--- config.mk ---
export PLATFORM = sky130hd
export DESIGN_NAME = mono_bmp_stream_decoder
export DESIGN_NICKNAME = d
export VERILOG_FILES = /design/src/hw/rtl/mbd_pkg.sv /design/src/hw/rtl/mbd_out_fifo.sv /design/src/hw/rtl/mbd_parser.sv /design/src/hw/rtl/mono_bmp_stream_decoder.sv
export SDC_FILE = /design/constraint.sdc
export NUM_CORES = 1
export LEC_CHECK = 0
export ABC_AREA = 0
export BUFFER_PORTS_ARGS = -buffer_cell sky130_fd_sc_hd__buf_2
export CAP_MARGIN = 25
export CORE_MARGIN = 3
export CORE_UTILIZATION = 45
export CTS_BUF_LIST = sky130_fd_sc_hd__clkbuf_16
export DETAILED_ROUTE_END_ITERATION = 16
export GPL_ROUTABILITY_DRIVEN = 1
export PLACE_DENSITY = 0.67
export SYNTH_ARGS = -nofsm -noshare
export SYNTH_HDL_FRONTEND = slang
export SYNTH_SLANG_ARGS = --single-unit
--- constraint.sdc ---
create_clock -name clk -period 10.1 [get_ports clk]
set_input_delay 1.01 -clock clk [delete_from_list [all_inputs] [get_ports clk]]
set_output_delay 1.01 -clock clk [all_outputs]
set_load 0.02 [all_outputs]
--- src/hw/rtl/mbd_pkg.sv ---
// shared types and constants of the mono bmp stream decoder
`timescale 1ns / 1ps
package mbd_pkg;

  localparam int unsigned MAX_SIDE = 65535;

  localparam logic [7:0] SIG_B = 8'h42;
  localparam logic [7:0] SIG_M = 8'h4D;
  localparam logic [23:0] LOW24 = 24'hFFFFFF;

  localparam logic [5:0] HDR_SIG1      = 6'd1;
  localparam logic [5:0] HDR_WIDTH_LO  = 6'd18;
  localparam logic [5:0] HDR_HEIGHT_LO = 6'd22;
  localparam logic [5:0] HDR_PD_LO     = 6'd26;
  localparam logic [5:0] HDR_COMP_LO   = 6'd30;
  localparam logic [5:0] HDR_PAL0_LO   = 6'd54;
  localparam logic [5:0] HDR_PAL1_LO   = 6'd58;
  localparam logic [5:0] HDR_LAST      = 6'd61;

  localparam logic [1:0] KIND_PIXEL  = 2'd0;
  localparam logic [1:0] KIND_HEADER = 2'd1;
  localparam logic [1:0] KIND_ERROR  = 2'd2;

  localparam logic [2:0] ERR_NONE      = 3'd0;
  localparam logic [2:0] ERR_SIGNATURE = 3'd1;
  localparam logic [2:0] ERR_FORMAT    = 3'd2;
  localparam logic [2:0] ERR_PALETTE   = 3'd3;
  localparam logic [2:0] ERR_TOO_LARGE = 3'd4;
  localparam logic [2:0] ERR_TRUNCATED = 3'd5;

  typedef struct packed {
    logic [1:0]  kind;
    logic [7:0]  pixel_byte;
    logic        row_end;
    logic        image_end;
    logic [15:0] image_width;
    logic [15:0] image_height;
    logic [2:0]  error_code;
  } result_t;

  typedef struct packed {
    logic [1:0] n;
    result_t    r0;
    result_t    r1;
  } push_t;

endpackage

--- src/hw/rtl/mbd_out_fifo.sv ---
// result queue: takes up to two results a cycle, hands out one
`timescale 1ns / 1ps
module mbd_out_fifo (
  input  logic            clk,
  input  logic            rst_n,
  input  mbd_pkg::push_t  push,
  input  logic            pop,
  output mbd_pkg::result_t head,
  output logic            not_empty,
  output logic            has_room
);

  mbd_pkg::result_t mem [4];
  logic [1:0] wr_ptr_r, wr_ptr_nxt;
  logic [1:0] rd_ptr_r, rd_ptr_nxt;
  logic [2:0] cnt_r, cnt_nxt;
  logic [1:0] wr_ptr_p1;

  assign head      = mem[rd_ptr_r];
  assign not_empty = cnt_r != 3'd0;
  assign has_room  = cnt_r < 3'd3;
  assign wr_ptr_p1 = wr_ptr_r + 2'd1;

  always_comb begin
    wr_ptr_nxt = wr_ptr_r + push.n;
    rd_ptr_nxt = rd_ptr_r + {1'b0, pop};
    cnt_nxt    = cnt_r + {1'b0, push.n} - {2'b00, pop};
  end

  always_ff @(posedge clk) begin
    if (!rst_n) begin
      wr_ptr_r <= 2'd0;
      rd_ptr_r <= 2'd0;
      cnt_r    <= 3'd0;
    end else begin
      wr_ptr_r <= wr_ptr_nxt;
      rd_ptr_r <= rd_ptr_nxt;
      cnt_r    <= cnt_nxt;
    end
  end

  always_ff @(posedge clk) begin
    if (push.n != 2'd0) begin
      mem[wr_ptr_r] <= push.r0;
    end
    if (push.n == 2'd2) begin
      mem[wr_ptr_p1] <= push.r1;
    end
  end

endmodule

--- src/hw/rtl/mbd_parser.sv ---
// header capture, checks and pixel row handling for each accepted byte
`timescale 1ns / 1ps
module mbd_parser (
  input  logic           clk,
  input  logic           rst_n,
  input  logic           in_accept,
  input  logic [7:0]     data_byte,
  input  logic           last_byte,
  output mbd_pkg::push_t push
);

  typedef enum logic [1:0] {MODE_HEADER, MODE_PIXEL, MODE_DRAIN} mode_t;

  mode_t       mode_r, mode_nxt;
  logic [5:0]  idx_r, idx_nxt;
  logic [31:0] width_r, width_nxt;
  logic [31:0] height_r, height_nxt;
  logic [31:0] pd_r, pd_nxt;
  logic [31:0] comp_r, comp_nxt;
  logic [47:0] pal_r, pal_nxt;
  logic        invert_r, invert_nxt;
  logic [13:0] cnt_r, cnt_nxt;
  logic [15:0] rows_r, rows_nxt;

  logic [5:0]  off_w, off_h, off_pd, off_c, off_p0, off_p1;
  logic [2:0]  hdr_err;
  logic        empty;
  logic [16:0] w_sum7, w_sum31;
  logic [13:0] bpr, rsz, cnt_inc;
  logic [7:0]  pix;
  logic        re, ie;
  mbd_pkg::push_t res;

  assign off_w  = idx_r - mbd_pkg::HDR_WIDTH_LO;
  assign off_h  = idx_r - mbd_pkg::HDR_HEIGHT_LO;
  assign off_pd = idx_r - mbd_pkg::HDR_PD_LO;
  assign off_c  = idx_r - mbd_pkg::HDR_COMP_LO;
  assign off_p0 = idx_r - mbd_pkg::HDR_PAL0_LO;
  assign off_p1 = idx_r - mbd_pkg::HDR_PAL1_LO;

  assign w_sum7  = {1'b0, width_r[15:0]} + 17'd7;
  assign w_sum31 = {1'b0, width_r[15:0]} + 17'd31;
  assign bpr     = w_sum7[16:3];
  assign rsz     = {w_sum31[16:5], 2'b00};
  assign cnt_inc = cnt_r + 14'd1;
  assign empty   = (width_r == 32'd0) || (height_r == 32'd0);

  always_comb begin
    if (comp_r != 32'd0) begin
      hdr_err = mbd_pkg::ERR_FORMAT;
    end else if (pd_r[15:0] != 16'd1 || pd_r[31:16] != 16'd1) begin
      hdr_err = mbd_pkg::ERR_FORMAT;
    end else if (!((pal_r[23:0] == 24'd0 && pal_r[47:24] == mbd_pkg::LOW24) ||
                   (pal_r[47:24] == 24'd0 && pal_r[23:0] == mbd_pkg::LOW24))) begin
      hdr_err = mbd_pkg::ERR_PALETTE;
    end else if (width_r > 32'(mbd_pkg::MAX_SIDE) ||
                 height_r > 32'(mbd_pkg::MAX_SIDE)) begin
      hdr_err = mbd_pkg::ERR_TOO_LARGE;
    end else begin
      hdr_err = mbd_pkg::ERR_NONE;
    end
  end

  always_comb begin
    pix = data_byte;
    re  = cnt_r == (bpr - 14'd1);
    ie  = re && (rows_r == 16'd1);
    if (invert_r) begin
      pix = ~data_byte;
      if (re && width_r[2:0] != 3'd0) begin
        pix = pix & ~(8'hFF >> width_r[2:0]);
      end
    end
  end

  always_comb begin
    mode_nxt   = mode_r;
    idx_nxt    = idx_r;
    width_nxt  = width_r;
    height_nxt = height_r;
    pd_nxt     = pd_r;
    comp_nxt   = comp_r;
    pal_nxt    = pal_r;
    invert_nxt = invert_r;
    cnt_nxt    = cnt_r;
    rows_nxt   = rows_r;
    res        = '0;

    case (mode_r)
      MODE_HEADER: begin
        if ((idx_r == 6'd0 && data_byte != mbd_pkg::SIG_B) ||
            (idx_r == mbd_pkg::HDR_SIG1 && data_byte != mbd_pkg::SIG_M)) begin
          res.n             = 2'd1;
          res.r0.kind       = mbd_pkg::KIND_ERROR;
          res.r0.error_code = mbd_pkg::ERR_SIGNATURE;
          mode_nxt          = MODE_DRAIN;
        end else begin
          if (off_w < 6'd4) begin
            width_nxt[8*off_w[1:0] +: 8] = data_byte;
          end else if (off_h < 6'd4) begin
            height_nxt[8*off_h[1:0] +: 8] = data_byte;
          end else if (off_pd < 6'd4) begin
            pd_nxt[8*off_pd[1:0] +: 8] = data_byte;
          end else if (off_c < 6'd4) begin
            comp_nxt[8*off_c[1:0] +: 8] = data_byte;
          end else if (off_p0 < 6'd3) begin
            pal_nxt[8*off_p0[1:0] +: 8] = data_byte;
          end else if (off_p1 < 6'd3) begin
            pal_nxt[24 + 8*off_p1[1:0] +: 8] = data_byte;
          end
          if (idx_r >= mbd_pkg::HDR_LAST) begin
            res.n = 2'd1;
            if (hdr_err != mbd_pkg::ERR_NONE) begin
              res.r0.kind       = mbd_pkg::KIND_ERROR;
              res.r0.error_code = hdr_err;
              mode_nxt          = MODE_DRAIN;
            end else begin
              res.r0.kind         = mbd_pkg::KIND_HEADER;
              res.r0.image_end    = empty;
              res.r0.image_width  = width_r[15:0];
              res.r0.image_height = height_r[15:0];
              invert_nxt          = pal_r[23:0] == 24'd0;
              rows_nxt            = height_r[15:0];
              cnt_nxt             = 14'd0;
              mode_nxt            = empty ? MODE_DRAIN : MODE_PIXEL;
            end
          end else begin
            idx_nxt = idx_r + 6'd1;
          end
        end
      end
      MODE_PIXEL: begin
        if (cnt_r < bpr) begin
          res.n             = 2'd1;
          res.r0.kind       = mbd_pkg::KIND_PIXEL;
          res.r0.pixel_byte = pix;
          res.r0.row_end    = re;
          res.r0.image_end  = ie;
          if (re) begin
            rows_nxt = rows_r - 16'd1;
          end
          if (ie) begin
            mode_nxt = MODE_DRAIN;
          end
        end
        cnt_nxt = (cnt_inc >= rsz) ? 14'd0 : cnt_inc;
      end
      default: begin
      end
    endcase

    if (last_byte) begin
      if (mode_nxt == MODE_HEADER || mode_nxt == MODE_PIXEL) begin
        if (res.n == 2'd0) begin
          res.r0.kind       = mbd_pkg::KIND_ERROR;
          res.r0.error_code = mbd_pkg::ERR_TRUNCATED;
        end else begin
          res.r1.kind       = mbd_pkg::KIND_ERROR;
          res.r1.error_code = mbd_pkg::ERR_TRUNCATED;
        end
        res.n = res.n + 2'd1;
      end
      mode_nxt   = MODE_HEADER;
      idx_nxt    = 6'd0;
      width_nxt  = 32'd0;
      height_nxt = 32'd0;
      pd_nxt     = 32'd0;
      comp_nxt   = 32'd0;
      pal_nxt    = 48'd0;
      invert_nxt = 1'b0;
      cnt_nxt    = 14'd0;
      rows_nxt   = 16'd0;
    end
  end

  always_comb begin
    push = res;
    if (!in_accept) begin
      push.n = 2'd0;
    end
  end

  always_ff @(posedge clk) begin
    if (!rst_n) begin
      mode_r   <= MODE_HEADER;
      idx_r    <= 6'd0;
      width_r  <= 32'd0;
      height_r <= 32'd0;
      pd_r     <= 32'd0;
      comp_r   <= 32'd0;
      pal_r    <= 48'd0;
      invert_r <= 1'b0;
      cnt_r    <= 14'd0;
      rows_r   <= 16'd0;
    end else if (in_accept) begin
      mode_r   <= mode_nxt;
      idx_r    <= idx_nxt;
      width_r  <= width_nxt;
      height_r <= height_nxt;
      pd_r     <= pd_nxt;
      comp_r   <= comp_nxt;
      pal_r    <= pal_nxt;
      invert_r <= invert_nxt;
      cnt_r    <= cnt_nxt;
      rows_r   <= rows_nxt;
    end
  end

endmodule

--- src/hw/rtl/mono_bmp_stream_decoder.sv ---
// top level of the mono bmp stream decoder
// usage:
//   in_* carries the bmp file one byte per beat, in_tlast on its final byte
//   out_* carries results: out_tuser is the kind (pixel, header, error),
//   out_tlast flags the end of an image: its last pixel byte, or the header of an empty one
//   a file starts with 'B','M' and a 60 byte header; once the header checks
//   out, one header beat gives width and height, then each row's data bytes
//   follow with padding dropped and pixels normalized so 1 means black
//   a bad file gives one error beat and is then skipped up to in_tlast
// timing:
//   results of a byte show on out_* the cycle after it is taken when nothing
//   waits ahead of them; a second result of the same byte queues behind the first
//   one input byte per cycle sustained; in_tready drops only while three or
//   more results sit in the four entry result queue, which only a receiver
//   stall brings about; the stall holds the head beat, fills the queue and
//   then backs up the input
// reset:
//   rst_n low clears the queue and returns the parser to the start of a
//   file; the parser also returns there after every taken beat with in_tlast set
`timescale 1ns / 1ps
module mono_bmp_stream_decoder (
  input  logic        clk,
  input  logic        rst_n,
  input  logic        in_tvalid,
  output logic        in_tready,
  input  logic [7:0]  in_tdata,   // data_byte
  input  logic        in_tlast,
  output logic        out_tvalid,
  input  logic        out_tready,
  output logic [47:0] out_tdata,  // pixel_byte, row_end, image_width, image_height, error_code
  output logic [1:0]  out_tuser,  // kind
  output logic        out_tlast
);

  logic             in_accept;
  logic             has_room;
  mbd_pkg::push_t   push;
  mbd_pkg::result_t head;

  assign in_tready = has_room;
  assign in_accept = in_tvalid && has_room;

  mbd_parser u_parser (
    .clk       (clk),
    .rst_n     (rst_n),
    .in_accept (in_accept),
    .data_byte (in_tdata),
    .last_byte (in_tlast),
    .push      (push)
  );

  mbd_out_fifo u_fifo (
    .clk       (clk),
    .rst_n     (rst_n),
    .push      (push),
    .pop       (out_tvalid && out_tready),
    .head      (head),
    .not_empty (out_tvalid),
    .has_room  (has_room)
  );

  assign out_tdata = {4'b0000, head.error_code, head.image_height, head.image_width,
                      head.row_end, head.pixel_byte};
  assign out_tuser = head.kind;
  assign out_tlast = head.image_end;

endmodule

==> impl_results.html, run 1 <==
<table>
<tr><th>Metric</th><th>Value</th></tr>
<tr><th colspan="2">Synth</th></tr>
<tr><td>Post-Syn Area per Cell</td><td>approximately 9 um^2</td></tr>
<tr><td>Biggest area consumer among synthesized cells</td><td>dfxtp_1</td></tr>
<tr><td>Most common flop cell mapped by yosys</td><td>dfxtp_1</td></tr>
<tr><td>Share of synthesized registers carrying an async set or reset</td><td>0%</td></tr>
<tr><td>Post-synth design cell area</td><td>20,600 um^2</td></tr>
<tr><td>Number of storage elements in the synthesis netlist</td><td>410</td></tr>
<tr><td>Portion of the post-synthesis area used by sequential elements</td><td>just over 40%</td></tr>
<tr><td>Top-area cell type share of the netlist area</td><td>38.7%</td></tr>
<tr><td>Most common cell in the netlist</td><td>dfxtp_1</td></tr>
<tr><td>Cell types with the highest counts after synthesis</td><td>dfxtp_1, nand3_1, o21ai_0</td></tr>
<tr><td>Number of flops mapped to enable cells by yosys</td><td>12</td></tr>
<tr><td>Gate count of the mapped netlist</td><td>2,285</td></tr>
<tr><td>Most area-consuming cells after synthesis</td><td>dfxtp_1, mux2i_1, mux4_2</td></tr>
<tr><td>Yosys Warn Count</td><td>0</td></tr>
<tr><td>Distinct cell type count after synthesis</td><td>78</td></tr>
<tr><th colspan="2">CTS</th></tr>
<tr><td>Number of clock sinks</td><td>slightly above 400</td></tr>
<tr><td>Maximum count of clock buffers along a single path</td><td>3</td></tr>
<tr><td>Clock latency on the worst-skew pair</td><td>approximately 0.59 ns</td></tr>
<tr><td>Number of buffers inserted during clock tree synthesis</td><td>44</td></tr>
<tr><td>H-Tree Depth</td><td>2</td></tr>
<tr><td>Post-CTS setup-driven buffer insertion count</td><td>0</td></tr>
<tr><td>TritonCTS clock tree</td><td>built</td></tr>
<tr><td>Number of cells upsized or downsized after cts</td><td>0</td></tr>
<tr><td>CTS Root Buffer Type</td><td>clkbuf_16</td></tr>
<tr><td>Hold bufs inserted after CTS</td><td>0</td></tr>
<tr><td>Clock Pin Slew Worst Setup and Hold Paths</td><td>approximately 0.060 ns</td></tr>
<tr><th colspan="2">Drt</th></tr>
<tr><td>Via density per instance</td><td>5.96</td></tr>
<tr><td>Router iterations before antenna repair</td><td>5</td></tr>
<tr><td>First-iteration detailed-routing DRC count</td><td>1,580</td></tr>
<tr><td>Final WL</td><td>~57,000 um</td></tr>
<tr><td>DR WL/cell</td><td>20.0 um</td></tr>
<tr><td>Total number of vias</td><td>17,058</td></tr>
<tr><td>DRC violation count after routing</td><td>0</td></tr>
<tr><td>Number of antenna-violating nets in the routed design</td><td>0</td></tr>
<tr><th colspan="2">Die</th></tr>
<tr><td>Count of boundary I/O pins</td><td>between 60 and 70</td></tr>
<tr><td>Chip Width</td><td>around 220 um</td></tr>
<tr><td>Starting density of the core</td><td>between 40% and 50%</td></tr>
<tr><td>DIE AREA</td><td>~48,000 um^2</td></tr>
<tr><td>Die height</td><td>about 220 um</td></tr>
<tr><td>Core Footprint</td><td>between 40,000 and 50,000 um^2</td></tr>
<tr><td>Number of standard-cell rows in the floorplan</td><td>between 70 and 80</td></tr>
<tr><th colspan="2">STA</th></tr>
<tr><td>Layout Skew</td><td>around 0.023 ns</td></tr>
<tr><td>Worst max-slew margin expressed relative to the limit</td><td>a little over a quarter</td></tr>
<tr><td>Peak clock frequency supported by timing</td><td>around 150 MHz</td></tr>
<tr><td>Setup violations, final</td><td>0</td></tr>
<tr><td>Total negative slack</td><td>0 ns</td></tr>
<tr><td>Final max-slew violation count</td><td>0</td></tr>
<tr><td>Min Tclk post-route</td><td>6.73 ns</td></tr>
<tr><td>Actual transition at the worst max-transition pin</td><td>1.08 ns</td></tr>
<tr><td>Final hold violation count</td><td>0</td></tr>
<tr><td>Unrepaired setup endpoints after global routing</td><td>no</td></tr>
<tr><td>Final worst-path cycle share</td><td>between 60% and 70%</td></tr>
<tr><th colspan="2">Critical path</th></tr>
<tr><td>Category of the critical setup timing path</td><td>register to register</td></tr>
<tr><td>Sort of element at the start of the critical path</td><td>register</td></tr>
<tr><td>Max FO, Critical Path</td><td>49</td></tr>
<tr><td>Kind of end point of the critical path</td><td>register</td></tr>
<tr><td>Data arrival time of the critical path</td><td>just over 7 ns</td></tr>
<tr><td>Required time of the critical path</td><td>10.62 ns</td></tr>
<tr><th colspan="2">Layout</th></tr>
<tr><td>Number of diodes</td><td>0</td></tr>
<tr><td>Finished Layout Cells</td><td>~2,900</td></tr>
<tr><td>Layout cells sized above 1</td><td>roughly a tenth</td></tr>
<tr><td>Count of nets after finishing</td><td>2,297</td></tr>
<tr><td>Total of fill cells in the finished design</td><td>4,229</td></tr>
<tr><td>Signed area change from the synthesized netlist to the final layout</td><td>9.22%</td></tr>
<tr><th colspan="2">Pwr</th></tr>
<tr><td>Power density normalized to cell area</td><td>between 150 and 200 nW/um^2</td></tr>
<tr><td>Pleak</td><td>between 0.008 and 0.009 uW</td></tr>
<tr><td>Worst VDD drop</td><td>between 100 and 150 uV</td></tr>
<tr><th colspan="2">GRT</th></tr>
<tr><td>Global-route wire length before repair</td><td>~90,000 um</td></tr>
<tr><td>Antenna violations before repair</td><td>0</td></tr>
<tr><td>Vias in the first global route</td><td>16,181</td></tr>
<tr><td>Pin count of the biggest net entering global routing</td><td>110</td></tr>
<tr><td>All-Layer GR Usage</td><td>between 20% and 30%</td></tr>
<tr><td>Overall overflow remaining after global route</td><td>0</td></tr>
<tr><th colspan="2">Run status</th></tr>
<tr><td>Result of the run</td><td>finished clean</td></tr>
<tr><th colspan="2">Flow run</th></tr>
<tr><td>Max Cap Violations</td><td>0</td></tr>
<tr><th colspan="2">Hold path</th></tr>
<tr><td>Worst Hold Class</td><td>register to register</td></tr>
<tr><th colspan="2">Placed design</th></tr>
<tr><td>Placed wire-length estimate</td><td>38,300 um</td></tr>
<tr><td>Buffers added on ports</td><td>61</td></tr>
<tr><td>Placed instance count</td><td>approximately 2,800</td></tr>
<tr><td>Routability-driven placement congestion ratio</td><td>0.928</td></tr>
</table>
## power by group
| group | switching, uW | leakage (uW) | internal (uW) |
|---|---|---|---|
| clock | 674 | 0.000699 | 848 |
| combinational | 337 | 0.00455 | 179 |
| sequential | 30.0 | 0.00332 | 1660 |
| total | 1040 | 0.00857 | 2690 |
## worst max-delay path: stages (launching register included)
cell,delay (ns)
dfxtp_1,0.68
nand4_1,0.34
nor4_4,0.57
and2_1,0.30
xnor2_1,0.09
ha_1,0.33
a21o_1,0.18
a21oi_1,0.18
nand3_1,0.13
o21a_1,0.22
nand2b_1,0.30
or4_4,0.68
o21a_1,0.23
ha_1,0.32
o31a_1,0.31
nand3_1,0.15
a21o_2,0.56
buf_4,0.54
mux2_2,0.39
a21oi_1,0.12
## flip-flops by register name, summed over array words and instances (netlist names), 14 cells and up
register           flops
u_parser.width_r      32
u_parser.cnt_r        14
u_parser.height_r     32
u_parser.pd_r         32
u_fifo.mem           188
u_parser.rows_r       16
u_parser.pal_r        48
u_parser.comp_r       32
## kinds of logic after synthesis
group,count (synthesis),synth area share (%)
adder cells (fa/ha/maj),46,2.83
flip-flops,410,40.4
AND/OR/NAND/NOR,921,23.0
multiplexers,239,14.6
XOR/XNOR,76,3.43
AO/OA/AOI/OAI,389,11.8
buffers and inverters,203,3.92
other,1,0.0182
## through the flow
step	area [um^2]	util [%]	hold WS (ns)	power, uW	worst slack, ns
finish	22500	50.3	0.470	3730	3.37
global route	22500	50.3	0.491	3870	2.96
CTS	22500	50.3	0.469	3760	3.44
detailed placement	21100	47.2	0.456	2240	3.48
global placement	21100	47.2	0.447	2230	3.66
floorplan	20600	-	0.438	2100	4.80
## final timing paths
check | cells past startpoint | to | from | slack, ns
worst max-delay path | 19 | u_fifo.mem[3][43] | u_parser.width_r[9] | 3.37
worst min-delay path | 2 | u_fifo.mem[2][17] | u_fifo.mem[2][17] | 0.47
worst max register to register | 19 | u_fifo.mem[3][43] | u_parser.width_r[9] | 3.37
worst min register to register | 2 | u_fifo.mem[2][17] | u_fifo.mem[2][17] | 0.47
## placed cells by master (no fill, tap or decap), types with 6 or more instances in the layout
cell       netlist  routed
nand2_1        154     153
edfxtp_1        12      12
nor2b_1        120     119
o31ai_1         12      12
nor4b_1          8       8
buf_4            7      22
xor2_1          28      28
nand4_1         37      37
nand3_1        202     201
dfxtp_1        398     396
or3_1           17      17
o21ai_1         10      10
o31a_1           6       6
clkinv_1         2       7
xnor2_1         45      45
nor3b_1          8       8
nand2b_1        15      15
a32o_1           9       9
mux4_2          48      48
nor4_1          46      46
or2_2           20      20
a31oi_1          6       6
inv_1           22      35
a21o_1          13       9
o211ai_1        28      28
mux2i_1        186     186
nor2_1         173     173
and2_1          40      40
and3_1          14      14
a21boi_0         8       8
o211a_1         10      10
ha_1            45      45
o22ai_1         10      10
a21oi_1         34      34
or4_1           13      13
nor3_1          38      38
o21ai_0        196     195
a211o_1          9       9
clkbuf_16        0      44
buf_2           10      60
## per-layer routing
layer	share of wire, %	GRT usage [%]	wire length (um)
met4	3.2	8.24	1850
met2	45	37.6	25800
met5	0	0	0
met1	45	32.3	25700
met3	6.8	3.46	3910
## cell type report
class	instances	area (um^2)	area share [%]
repair buffers	83	485	2.16
flip-flops and latches	410	8330	37.0
inverters	24	90.1	0.400
clock inverters	32	258	1.15
clock buffers	44	1100	4.89
multi-input cells	1675	11500	51.1
well taps	592	741	3.29
(Power assumes the default switching activity.)
==> run 2, diff against run 1 <==
- clock period: 10.1 -> 6.4 ns (I/O delays scaled with it)
==> run 2 against run 1 <==
Against the previous run:
- power rose by 63%
- critical path type unchanged
- clock-buffer cell count rose by 3
- critical endpoint is now u_fifo.cnt_r[2]
- routed wire length rose by 3.0%
- final area rose by 1.3%
==> impl_results.html, run 2 (synthesis results as in run 1) <==
<table>
<tr><th>Metric</th><th>Value</th></tr>
<tr><th colspan="2">STA</th></tr>
<tr><td>Final worst-path cycle share</td><td>90.6% (+24 points)</td></tr>
<tr><td>Worst-case setup margin in the final layout</td><td>0.600 ns (-2.77 ns)</td></tr>
<tr><td>Final hold violation count</td><td>0 (unchanged)</td></tr>
<tr><td>Final max-slew violation count</td><td>0 (unchanged)</td></tr>
<tr><td>Worst max-slew margin expressed relative to the limit</td><td>28.4% (+0.93 points)</td></tr>
<tr><td>Setup violations, final</td><td>0 (unchanged)</td></tr>
<tr><td>Peak clock frequency supported by timing</td><td>172 MHz (+16%)</td></tr>
<tr><td>Unrepaired setup endpoints after global routing</td><td>no</td></tr>
<tr><td>Total negative slack</td><td>0 ns (unchanged)</td></tr>
<tr><td>Actual transition at the worst max-transition pin</td><td>1.06 ns (-0.0154 ns)</td></tr>
<tr><td>Layout Skew</td><td>0.0220 ns (-0.000930 ns)</td></tr>
<tr><td>Min Tclk post-route</td><td>5.80 ns (-0.933 ns)</td></tr>
<tr><th colspan="2">Critical path</th></tr>
<tr><td>Sort of element at the start of the critical path</td><td>register</td></tr>
<tr><td>CP dominant cell by count</td><td>ha_1</td></tr>
<tr><td>Kind of end point of the critical path</td><td>register</td></tr>
<tr><td>Required time of the critical path</td><td>6.87 ns (-3.75 ns)</td></tr>
<tr><td>Data arrival time of the critical path</td><td>6.27 ns (-0.98 ns)</td></tr>
<tr><td>Capture instance of the worst register-to-register path</td><td>u_fifo.cnt_r[2]</td></tr>
<tr><td>Category of the critical setup timing path</td><td>register to register</td></tr>
<tr><td>FF-to-FF Start</td><td>u_parser.width_r[3]</td></tr>
<tr><td>Longest individual stage delay on the worst path</td><td>0.69 ns (about the same)</td></tr>
<tr><td>CP cell instances</td><td>o311ai_4, nor4_4, and2_1, xnor2_1, ha_1, a21o_1, a21oi_1, nand3_1, o21a_1, nand2b_1, or4_4, o21a_1, ha_1, nand2_1, o21ai_0, nand2_1, ha_1, inv_1, ha_1, inv_1, fa_1, xor2_1, xnor2_1, and2_1</td></tr>
<tr><td>R2R depth</td><td>24 (+5)</td></tr>
<tr><td>Cell type of the slowest stage on the worst timing path</td><td>or4_4</td></tr>
<tr><td>Flop-to-flop setup slack</td><td>0.60 ns (-2.77 ns)</td></tr>
<tr><td>Max FO, Critical Path</td><td>11 (-78%)</td></tr>
<tr><th colspan="2">Pwr</th></tr>
<tr><td>Fraction of power spent switching nets</td><td>27.9% (about the same)</td></tr>
<tr><td>Pleak</td><td>0.00874 uW (+2.0%)</td></tr>
<tr><td>Worst VDD drop</td><td>263 uV (+100%)</td></tr>
<tr><td>Total power of the final layout</td><td>6060 uW (+63%)</td></tr>
<tr><td>Internal power summed over all cells</td><td>4370 uW (+63%)</td></tr>
<tr><td>Proportion of power drawn by combinational gates</td><td>13.7% (about the same)</td></tr>
<tr><td>Part of the total power dissipated in sequential elements</td><td>44.0% (-1.3 points)</td></tr>
<tr><td>Net Switching</td><td>1690 uW (+63%)</td></tr>
<tr><td>Power density normalized to cell area</td><td>266 nW/um^2 (+61%)</td></tr>
<tr><td>Clock network fraction of total power</td><td>42.3% (+1.5 points)</td></tr>
<tr><th colspan="2">Layout</th></tr>
<tr><td>Total of fill cells in the finished design</td><td>4,132 (-2.3%)</td></tr>
<tr><td>Signed area change from the synthesized netlist to the final layout</td><td>10.7%</td></tr>
<tr><td>Largest regs</td><td>u_fifo.mem: 188 flops, u_parser.pal_r: 48 flops</td></tr>
<tr><td>Number of flip-flops under the largest register name</td><td>188 (unchanged)</td></tr>
<tr><td>Count of nets after finishing</td><td>2,321 (+1.0%)</td></tr>
<tr><td>Leading cell type in the layout, fill and taps excluded</td><td>dfxtp_1</td></tr>
<tr><td>Register bank with the most flops</td><td>u_fifo.mem</td></tr>
<tr><td>Top library cells by usage in the layout, fill and taps aside</td><td>dfxtp_1, nand3_1, o21ai_0</td></tr>
<tr><td>Layout cells sized above 1</td><td>11.9% (+1.3 points)</td></tr>
<tr><td>Number of diodes</td><td>0 (unchanged)</td></tr>
<tr><th colspan="2">Drt</th></tr>
<tr><td>Final WL</td><td>59,000 um (+3.0%)</td></tr>
<tr><td>First-iteration detailed-routing DRC count</td><td>1,523 (-3.6%)</td></tr>
<tr><td>DR WL/cell</td><td>20.4 um (+1.9%)</td></tr>
<tr><td>DRC violation count after routing</td><td>0 (unchanged)</td></tr>
<tr><td>Router iterations before antenna repair</td><td>5 (unchanged)</td></tr>
<tr><td>Number of antenna-violating nets in the routed design</td><td>0 (unchanged)</td></tr>
<tr><td>Total number of vias</td><td>17,111 (+0.31%)</td></tr>
<tr><td>Via density per instance</td><td>5.92 (-0.76%)</td></tr>
<tr><th colspan="2">CTS</th></tr>
<tr><td>TritonCTS clock tree</td><td>built</td></tr>
<tr><td>Number of cells upsized or downsized after cts</td><td>0 (unchanged)</td></tr>
<tr><td>H-Tree Depth</td><td>2 (unchanged)</td></tr>
<tr><td>Number of buffers inserted during clock tree synthesis</td><td>46 (+4.5%)</td></tr>
<tr><td>Clock latency on the worst-skew pair</td><td>0.58 ns (about the same)</td></tr>
<tr><td>Hold bufs inserted after CTS</td><td>0 (unchanged)</td></tr>
<tr><td>Clock Pin Slew Worst Setup and Hold Paths</td><td>0.06 ns (about the same)</td></tr>
<tr><td>Number of clock sinks</td><td>410 (unchanged)</td></tr>
<tr><td>CTS Root Buffer Type</td><td>clkbuf_16</td></tr>
<tr><td>Maximum count of clock buffers along a single path</td><td>3 (unchanged)</td></tr>
<tr><th colspan="2">Die</th></tr>
<tr><td>Chip Width</td><td>220 um (unchanged)</td></tr>
<tr><td>DIE AREA</td><td>48,400 um^2 (unchanged)</td></tr>
<tr><td>Number of standard-cell rows in the floorplan</td><td>77 (unchanged)</td></tr>
<tr><td>Core Footprint</td><td>44,700 um^2 (unchanged)</td></tr>
<tr><td>Die height</td><td>220 um (unchanged)</td></tr>
<tr><td>Count of boundary I/O pins</td><td>66 (unchanged)</td></tr>
<tr><td>Starting density of the core</td><td>46.1% (unchanged)</td></tr>
<tr><th colspan="2">Placed design</th></tr>
<tr><td>Routability-driven placement congestion ratio</td><td>0.879 (-5.3%)</td></tr>
<tr><td>Buffers added on ports</td><td>61 (unchanged)</td></tr>
<tr><td>Pre-CTS WS</td><td>0.408 ns (-3.07 ns)</td></tr>
<tr><td>Placed wire-length estimate</td><td>40,000 um (+4.5%)</td></tr>
<tr><th colspan="2">Flow run</th></tr>
<tr><td>Max Cap Violations</td><td>0 (unchanged)</td></tr>
<tr><th colspan="2">GRT</th></tr>
<tr><td>Most Crowded Layer GR</td><td>met2</td></tr>
<tr><td>Antenna violations before repair</td><td>0 (unchanged)</td></tr>
<tr><td>Vias in the first global route</td><td>16,738 (+3.4%)</td></tr>
<tr><td>All-Layer GR Usage</td><td>24.3% (+0.82 points)</td></tr>
<tr><td>Global-route wire length before repair</td><td>93,800 um (+3.7%)</td></tr>
<tr><td>Pin count of the biggest net entering global routing</td><td>97 (-12%)</td></tr>
<tr><td>Global routing met2 resource utilization</td><td>39.7% (+2.1 points)</td></tr>
<tr><td>Overall overflow remaining after global route</td><td>0 (unchanged)</td></tr>
<tr><td>Met3 usage in global routing</td><td>3.96% (+0.50 points)</td></tr>
<tr><td>GR Util met1</td><td>32.7% (+0.43 points)</td></tr>
<tr><th colspan="2">Hold path</th></tr>
<tr><td>Hold-critical path endpoint</td><td>u_fifo.mem[3][33]</td></tr>
<tr><td>Number of cells on the worst hold path</td><td>2 (unchanged)</td></tr>
<tr><td>Worst Hold Class</td><td>register to register</td></tr>
<tr><td>Hold_sp</td><td>u_fifo.mem[3][33]</td></tr>
<tr><th colspan="2">Run status</th></tr>
<tr><td>Result of the run</td><td>finished clean</td></tr>
</table>
==> run 2: layout make-up <==
class	count	area (um^2)	area share, %
clock buffer	47	1180	5.16
clock inverter	38	274	1.20
inverter	24	90.1	0.395
multi-input combinational	1675	11500	50.4
sequential	410	8330	36.5
tap	592	741	3.25
timing repair buffer	105	696	3.05
==> run 2: routing by layer <==
layer	part of all wire, %	routed length [um]
met1	44	25700
met2	46	27400
met3	7.0	4100
met4	3.0	1790
met5	0	0
==> run 2: how the worst max path moves through the flow <==
| stage | from | endpoint | slack [ns] | cells past startpoint |
|---|---|---|---|---|
| 6_report | u_parser.width_r[3] | u_fifo.cnt_r[2] | 0.60 | 24 |
| 5_1_grt | u_parser.width_r[3] | u_fifo.cnt_r[2] | 0.16 | 24 |
| 4_1_cts | u_parser.width_r[3] | u_fifo.cnt_r[2] | 0.36 | 24 |
| 3_5_place_dp | u_parser.width_r[3] | u_fifo.cnt_r[2] | 0.41 | 24 |
| 3_3_place_gp | u_parser.width_r[3] | u_fifo.cnt_r[2] | 0.47 | 24 |
| 2_1_floorplan | u_parser.width_r[3] | u_fifo.cnt_r[2] | 1.10 | 26 |
==> run 2: what timing repair did <==
action                     in CTS  in global routing
setup buffers                   0                  3
hold endpoints to repair        0                  0
setup endpoints to repair       0                 34
==> run 2: worst max-delay path, delay by kind of cell, from the launching register on <==
family / cells / cell delay (ns)
simple gates: 8 / 2.02
fa+ha+maj: 5 / 1.48
compound gates: 6 / 1.19
xor+xnor: 3 / 0.38
buf+inv: 2 / 0.11
flops: 1 / 0.53
==> run 2: power by group through the flow <==
stage / registers, uW / logic [uW] / clock network (uW)
after global routing: 2680 / 896 / 2710
after CTS: 2670 / 824 / 2610
after detailed placement: 2730 / 821 / 0
after floorplan: 2690 / 613 / 0
after global placement: 2730 / 812 / 0
final: 2670 / 828 / 2570
==> run 2: through the flow <==
stage                     cell area [um^2]  utilization, %  hold WS (ns)  instances
final                                22800            51.0         0.471       2891
after global routing                 22800            51.0         0.489       2891
after CTS                            22700            50.9         0.472       2885
after detailed placement             21300            47.6         0.459       2800
after global placement               21300            47.6         0.447       2800
after floorplan                      20600               -         0.438       2288
==> run 3, diff against run 2 <==
- CTS_BUF_LIST: sky130_fd_sc_hd__clkbuf_16 -> sky130_fd_sc_hd__clkbuf_2 sky130_fd_sc_hd__clkbuf_4 sky130_fd_sc_hd__clkbuf_8
==> run 3 against run 2 <==
Against the previous run:
- worst setup slack improved by 0.031 ns
- combinational power increased by 0.5%
- sequential power about the same
- via count increased by 1.3%
- fmax increased by 0.53%
- final area increased by 0.21%
- hold slack got worse by 0.0014 ns
- global-route usage increased by 0.15 points
- sequential share of layout area decreased by 0.076 points
- register-to-register slack improved by 0.03 ns
- critical path type unchanged
==> impl_results.html, run 3 (synthesis results as in run 1) <==
<table>
<tr><th>Metric</th><th>Value</th></tr>
<tr><th colspan="2">CTS</th></tr>
<tr><td>Clock latency on the worst-skew pair</td><td>0.66 ns (+0.08 ns)</td></tr>
<tr><td>Maximum count of clock buffers along a single path</td><td>3 (unchanged)</td></tr>
<tr><td>Number of buffers inserted during clock tree synthesis</td><td>70 (+52%)</td></tr>
<tr><td>Number of clock sinks</td><td>410 (unchanged)</td></tr>
<tr><td>TritonCTS clock tree</td><td>built</td></tr>
<tr><td>Clock Pin Slew Worst Setup and Hold Paths</td><td>0.06 ns (about the same)</td></tr>
<tr><td>H-Tree Depth</td><td>3 (+1)</td></tr>
<tr><td>Number of cells upsized or downsized after cts</td><td>0 (unchanged)</td></tr>
<tr><td>CTS Root Buffer Type</td><td>clkbuf_8</td></tr>
<tr><th colspan="2">Critical path</th></tr>
<tr><td>Required time of the critical path</td><td>6.96 ns (+0.09 ns)</td></tr>
<tr><td>Sort of element at the start of the critical path</td><td>register</td></tr>
<tr><td>Max FO, Critical Path</td><td>11 (unchanged)</td></tr>
<tr><td>Data arrival time of the critical path</td><td>6.33 ns (+0.06 ns)</td></tr>
<tr><td>Kind of end point of the critical path</td><td>register</td></tr>
<tr><td>Category of the critical setup timing path</td><td>register to register</td></tr>
<tr><th colspan="2">STA</th></tr>
<tr><td>Worst hold slack across all endpoints</td><td>0.470 ns (-0.00144 ns)</td></tr>
<tr><td>Min Tclk post-route</td><td>5.77 ns (-0.0307 ns)</td></tr>
<tr><td>Layout Skew</td><td>0.0366 ns (+0.0146 ns)</td></tr>
<tr><td>Worst max-slew margin expressed relative to the limit</td><td>25.6% (-2.8 points)</td></tr>
<tr><td>Actual transition at the worst max-transition pin</td><td>1.11 ns (+0.0435 ns)</td></tr>
<tr><td>Total negative slack</td><td>0 ns (unchanged)</td></tr>
<tr><td>Final worst-path cycle share</td><td>90.1% (-0.48 points)</td></tr>
<tr><td>Final max-slew violation count</td><td>0 (unchanged)</td></tr>
<tr><td>Setup violations, final</td><td>0 (unchanged)</td></tr>
<tr><td>Peak clock frequency supported by timing</td><td>173 MHz (+0.53%)</td></tr>
<tr><td>Final hold violation count</td><td>0 (unchanged)</td></tr>
<tr><td>Unrepaired setup endpoints after global routing</td><td>no</td></tr>
<tr><th colspan="2">GRT</th></tr>
<tr><td>Antenna violations before repair</td><td>0 (unchanged)</td></tr>
<tr><td>Vias in the first global route</td><td>16,937 (+1.2%)</td></tr>
<tr><td>Pin count of the biggest net entering global routing</td><td>97 (unchanged)</td></tr>
<tr><td>All-Layer GR Usage</td><td>24.4% (+0.15 points)</td></tr>
<tr><td>Global-route wire length before repair</td><td>93,700 um (about the same)</td></tr>
<tr><td>Overall overflow remaining after global route</td><td>0 (unchanged)</td></tr>
<tr><th colspan="2">Layout</th></tr>
<tr><td>Number of diodes</td><td>0 (unchanged)</td></tr>
<tr><td>Layout cells sized above 1</td><td>14.2% (+2.3 points)</td></tr>
<tr><td>Finished Layout Cells</td><td>2,935 (+1.5%)</td></tr>
<tr><td>Leading cell type in the layout, fill and taps excluded</td><td>dfxtp_1</td></tr>
<tr><td>Number of flip-flops under the largest register name</td><td>188 (unchanged)</td></tr>
<tr><td>Signed area change from the synthesized netlist to the final layout</td><td>10.9%</td></tr>
<tr><td>Largest regs</td><td>u_fifo.mem: 188 flops, u_parser.pal_r: 48 flops</td></tr>
<tr><td>Count of nets after finishing</td><td>2,345 (+1.0%)</td></tr>
<tr><td>Register bank with the most flops</td><td>u_fifo.mem</td></tr>
<tr><td>Top library cells by usage in the layout, fill and taps aside</td><td>dfxtp_1, nand3_1, o21ai_0</td></tr>
<tr><th colspan="2">Hold path</th></tr>
<tr><td>Worst Hold Class</td><td>input pin to register</td></tr>
<tr><th colspan="2">Flow run</th></tr>
<tr><td>Max Cap Violations</td><td>0 (unchanged)</td></tr>
<tr><th colspan="2">Placed design</th></tr>
<tr><td>Buffers added on ports</td><td>61 (unchanged)</td></tr>
<tr><td>Routability-driven placement congestion ratio</td><td>0.879 (unchanged)</td></tr>
<tr><td>Placed wire-length estimate</td><td>40,000 um (unchanged)</td></tr>
<tr><td>Placed instance count</td><td>2,800 (unchanged)</td></tr>
<tr><th colspan="2">Drt</th></tr>
<tr><td>Router iterations before antenna repair</td><td>5 (unchanged)</td></tr>
<tr><td>Total number of vias</td><td>17,338 (+1.3%)</td></tr>
<tr><td>Number of antenna-violating nets in the routed design</td><td>0 (unchanged)</td></tr>
<tr><td>First-iteration detailed-routing DRC count</td><td>1,332 (-13%)</td></tr>
<tr><td>DR WL/cell</td><td>20.1 um (-1.4%)</td></tr>
<tr><td>Via density per instance</td><td>5.91 (-0.19%)</td></tr>
<tr><td>DRC violation count after routing</td><td>0 (unchanged)</td></tr>
<tr><td>Final WL</td><td>59,100 um (about the same)</td></tr>
<tr><th colspan="2">Pwr</th></tr>
<tr><td>Pleak</td><td>0.00881 uW (+0.85%)</td></tr>
<tr><td>Power density normalized to cell area</td><td>263 nW/um^2 (-1.2%)</td></tr>
<tr><td>Total power of the final layout</td><td>6000 uW (-1.0%)</td></tr>
<tr><td>Worst VDD drop</td><td>190 uV (-28%)</td></tr>
<tr><th colspan="2">Die</th></tr>
<tr><td>Core Footprint</td><td>44,700 um^2 (unchanged)</td></tr>
<tr><td>Die height</td><td>220 um (unchanged)</td></tr>
<tr><td>Chip Width</td><td>220 um (unchanged)</td></tr>
<tr><td>Count of boundary I/O pins</td><td>66 (unchanged)</td></tr>
<tr><td>DIE AREA</td><td>48,400 um^2 (unchanged)</td></tr>
<tr><td>Number of standard-cell rows in the floorplan</td><td>77 (unchanged)</td></tr>
<tr><td>Starting density of the core</td><td>46.1% (unchanged)</td></tr>
<tr><th colspan="2">Run status</th></tr>
<tr><td>Result of the run</td><td>finished clean</td></tr>
</table>
run 3: routing by layer:
| layer | vias up | wire, um | GRT usage (%) | share of wire (%) |
|---|---|---|---|---|
| met3 | 153 | 4380 | 5.02 | 7.4 |
| met4 | 0 | 2080 | 9.51 | 3.5 |
| met1 | 8347 | 25600 | 32.5 | 43 |
| met2 | 630 | 27000 | 39.0 | 46 |
| li1 | 8208 | - | - | - |
| met5 | - | 0 | 0 | 0 |
run 3: power breakdown:
group | total [uW] | switching (uW) | internal [uW]
Clock | 2500 | 1100 | 1400
Sequential | 2670 | 53.1 | 2620
Combinational | 832 | 539 | 293
run 3: critical path, stage by stage, from the launching register on:
cell,delay [ns]
dfxtp_1,0.49
inv_1,0.21
nor4_4,0.47
and2_1,0.27
xnor2_1,0.09
ha_1,0.34
a21o_1,0.19
a21oi_1,0.18
nand3_1,0.11
o21a_1,0.22
nand2b_1,0.29
or4_4,0.68
o21a_1,0.23
ha_1,0.34
nand2_1,0.06
o21ai_0,0.09
nand2_1,0.09
ha_1,0.30
inv_1,0.06
ha_1,0.13
inv_1,0.04
fa_1,0.37
xor2_1,0.16
xnor2_1,0.13
and2_1,0.15
run 3: path summary, 6_finish.rpt:
path                              from                 end  slack [ns]  cells past startpoint
setup / recovery  u_parser.width_r[11]     u_fifo.cnt_r[2]        0.63                     24
hold / removal             in_tdata[3]  u_parser.pal_r[35]        0.47                      3
setup reg to reg  u_parser.width_r[11]     u_fifo.cnt_r[2]        0.63                     24
hold reg to reg      u_fifo.mem[3][33]   u_fifo.mem[3][33]        0.47                      2
run 3: stage by stage:
stage,util [%],setup slack (ns),cell area [um^2]
floorplan,-,1.10,20600
global placement,47.6,0.467,21300
detailed placement,47.6,0.408,21300
CTS,51.0,0.386,22800
global route,51.1,0.168,22800
finish,51.1,0.631,22800
run 3: what timing repair did:
action,CTS,global route
endpoints found under the setup margin,0,29
setup buffers,0,3
hold buffers,0,0
hold endpoints to repair,0,0
run 3: area by class of cell:
cell class	instances	area, um^2
clock buffer	111	1360
clock inverter	18	139
fill	4144	21900
inverter	24	90.1
multi-input combinational	1675	11500
sequential	410	8330
tap	592	741
timing repair buffer	105	696
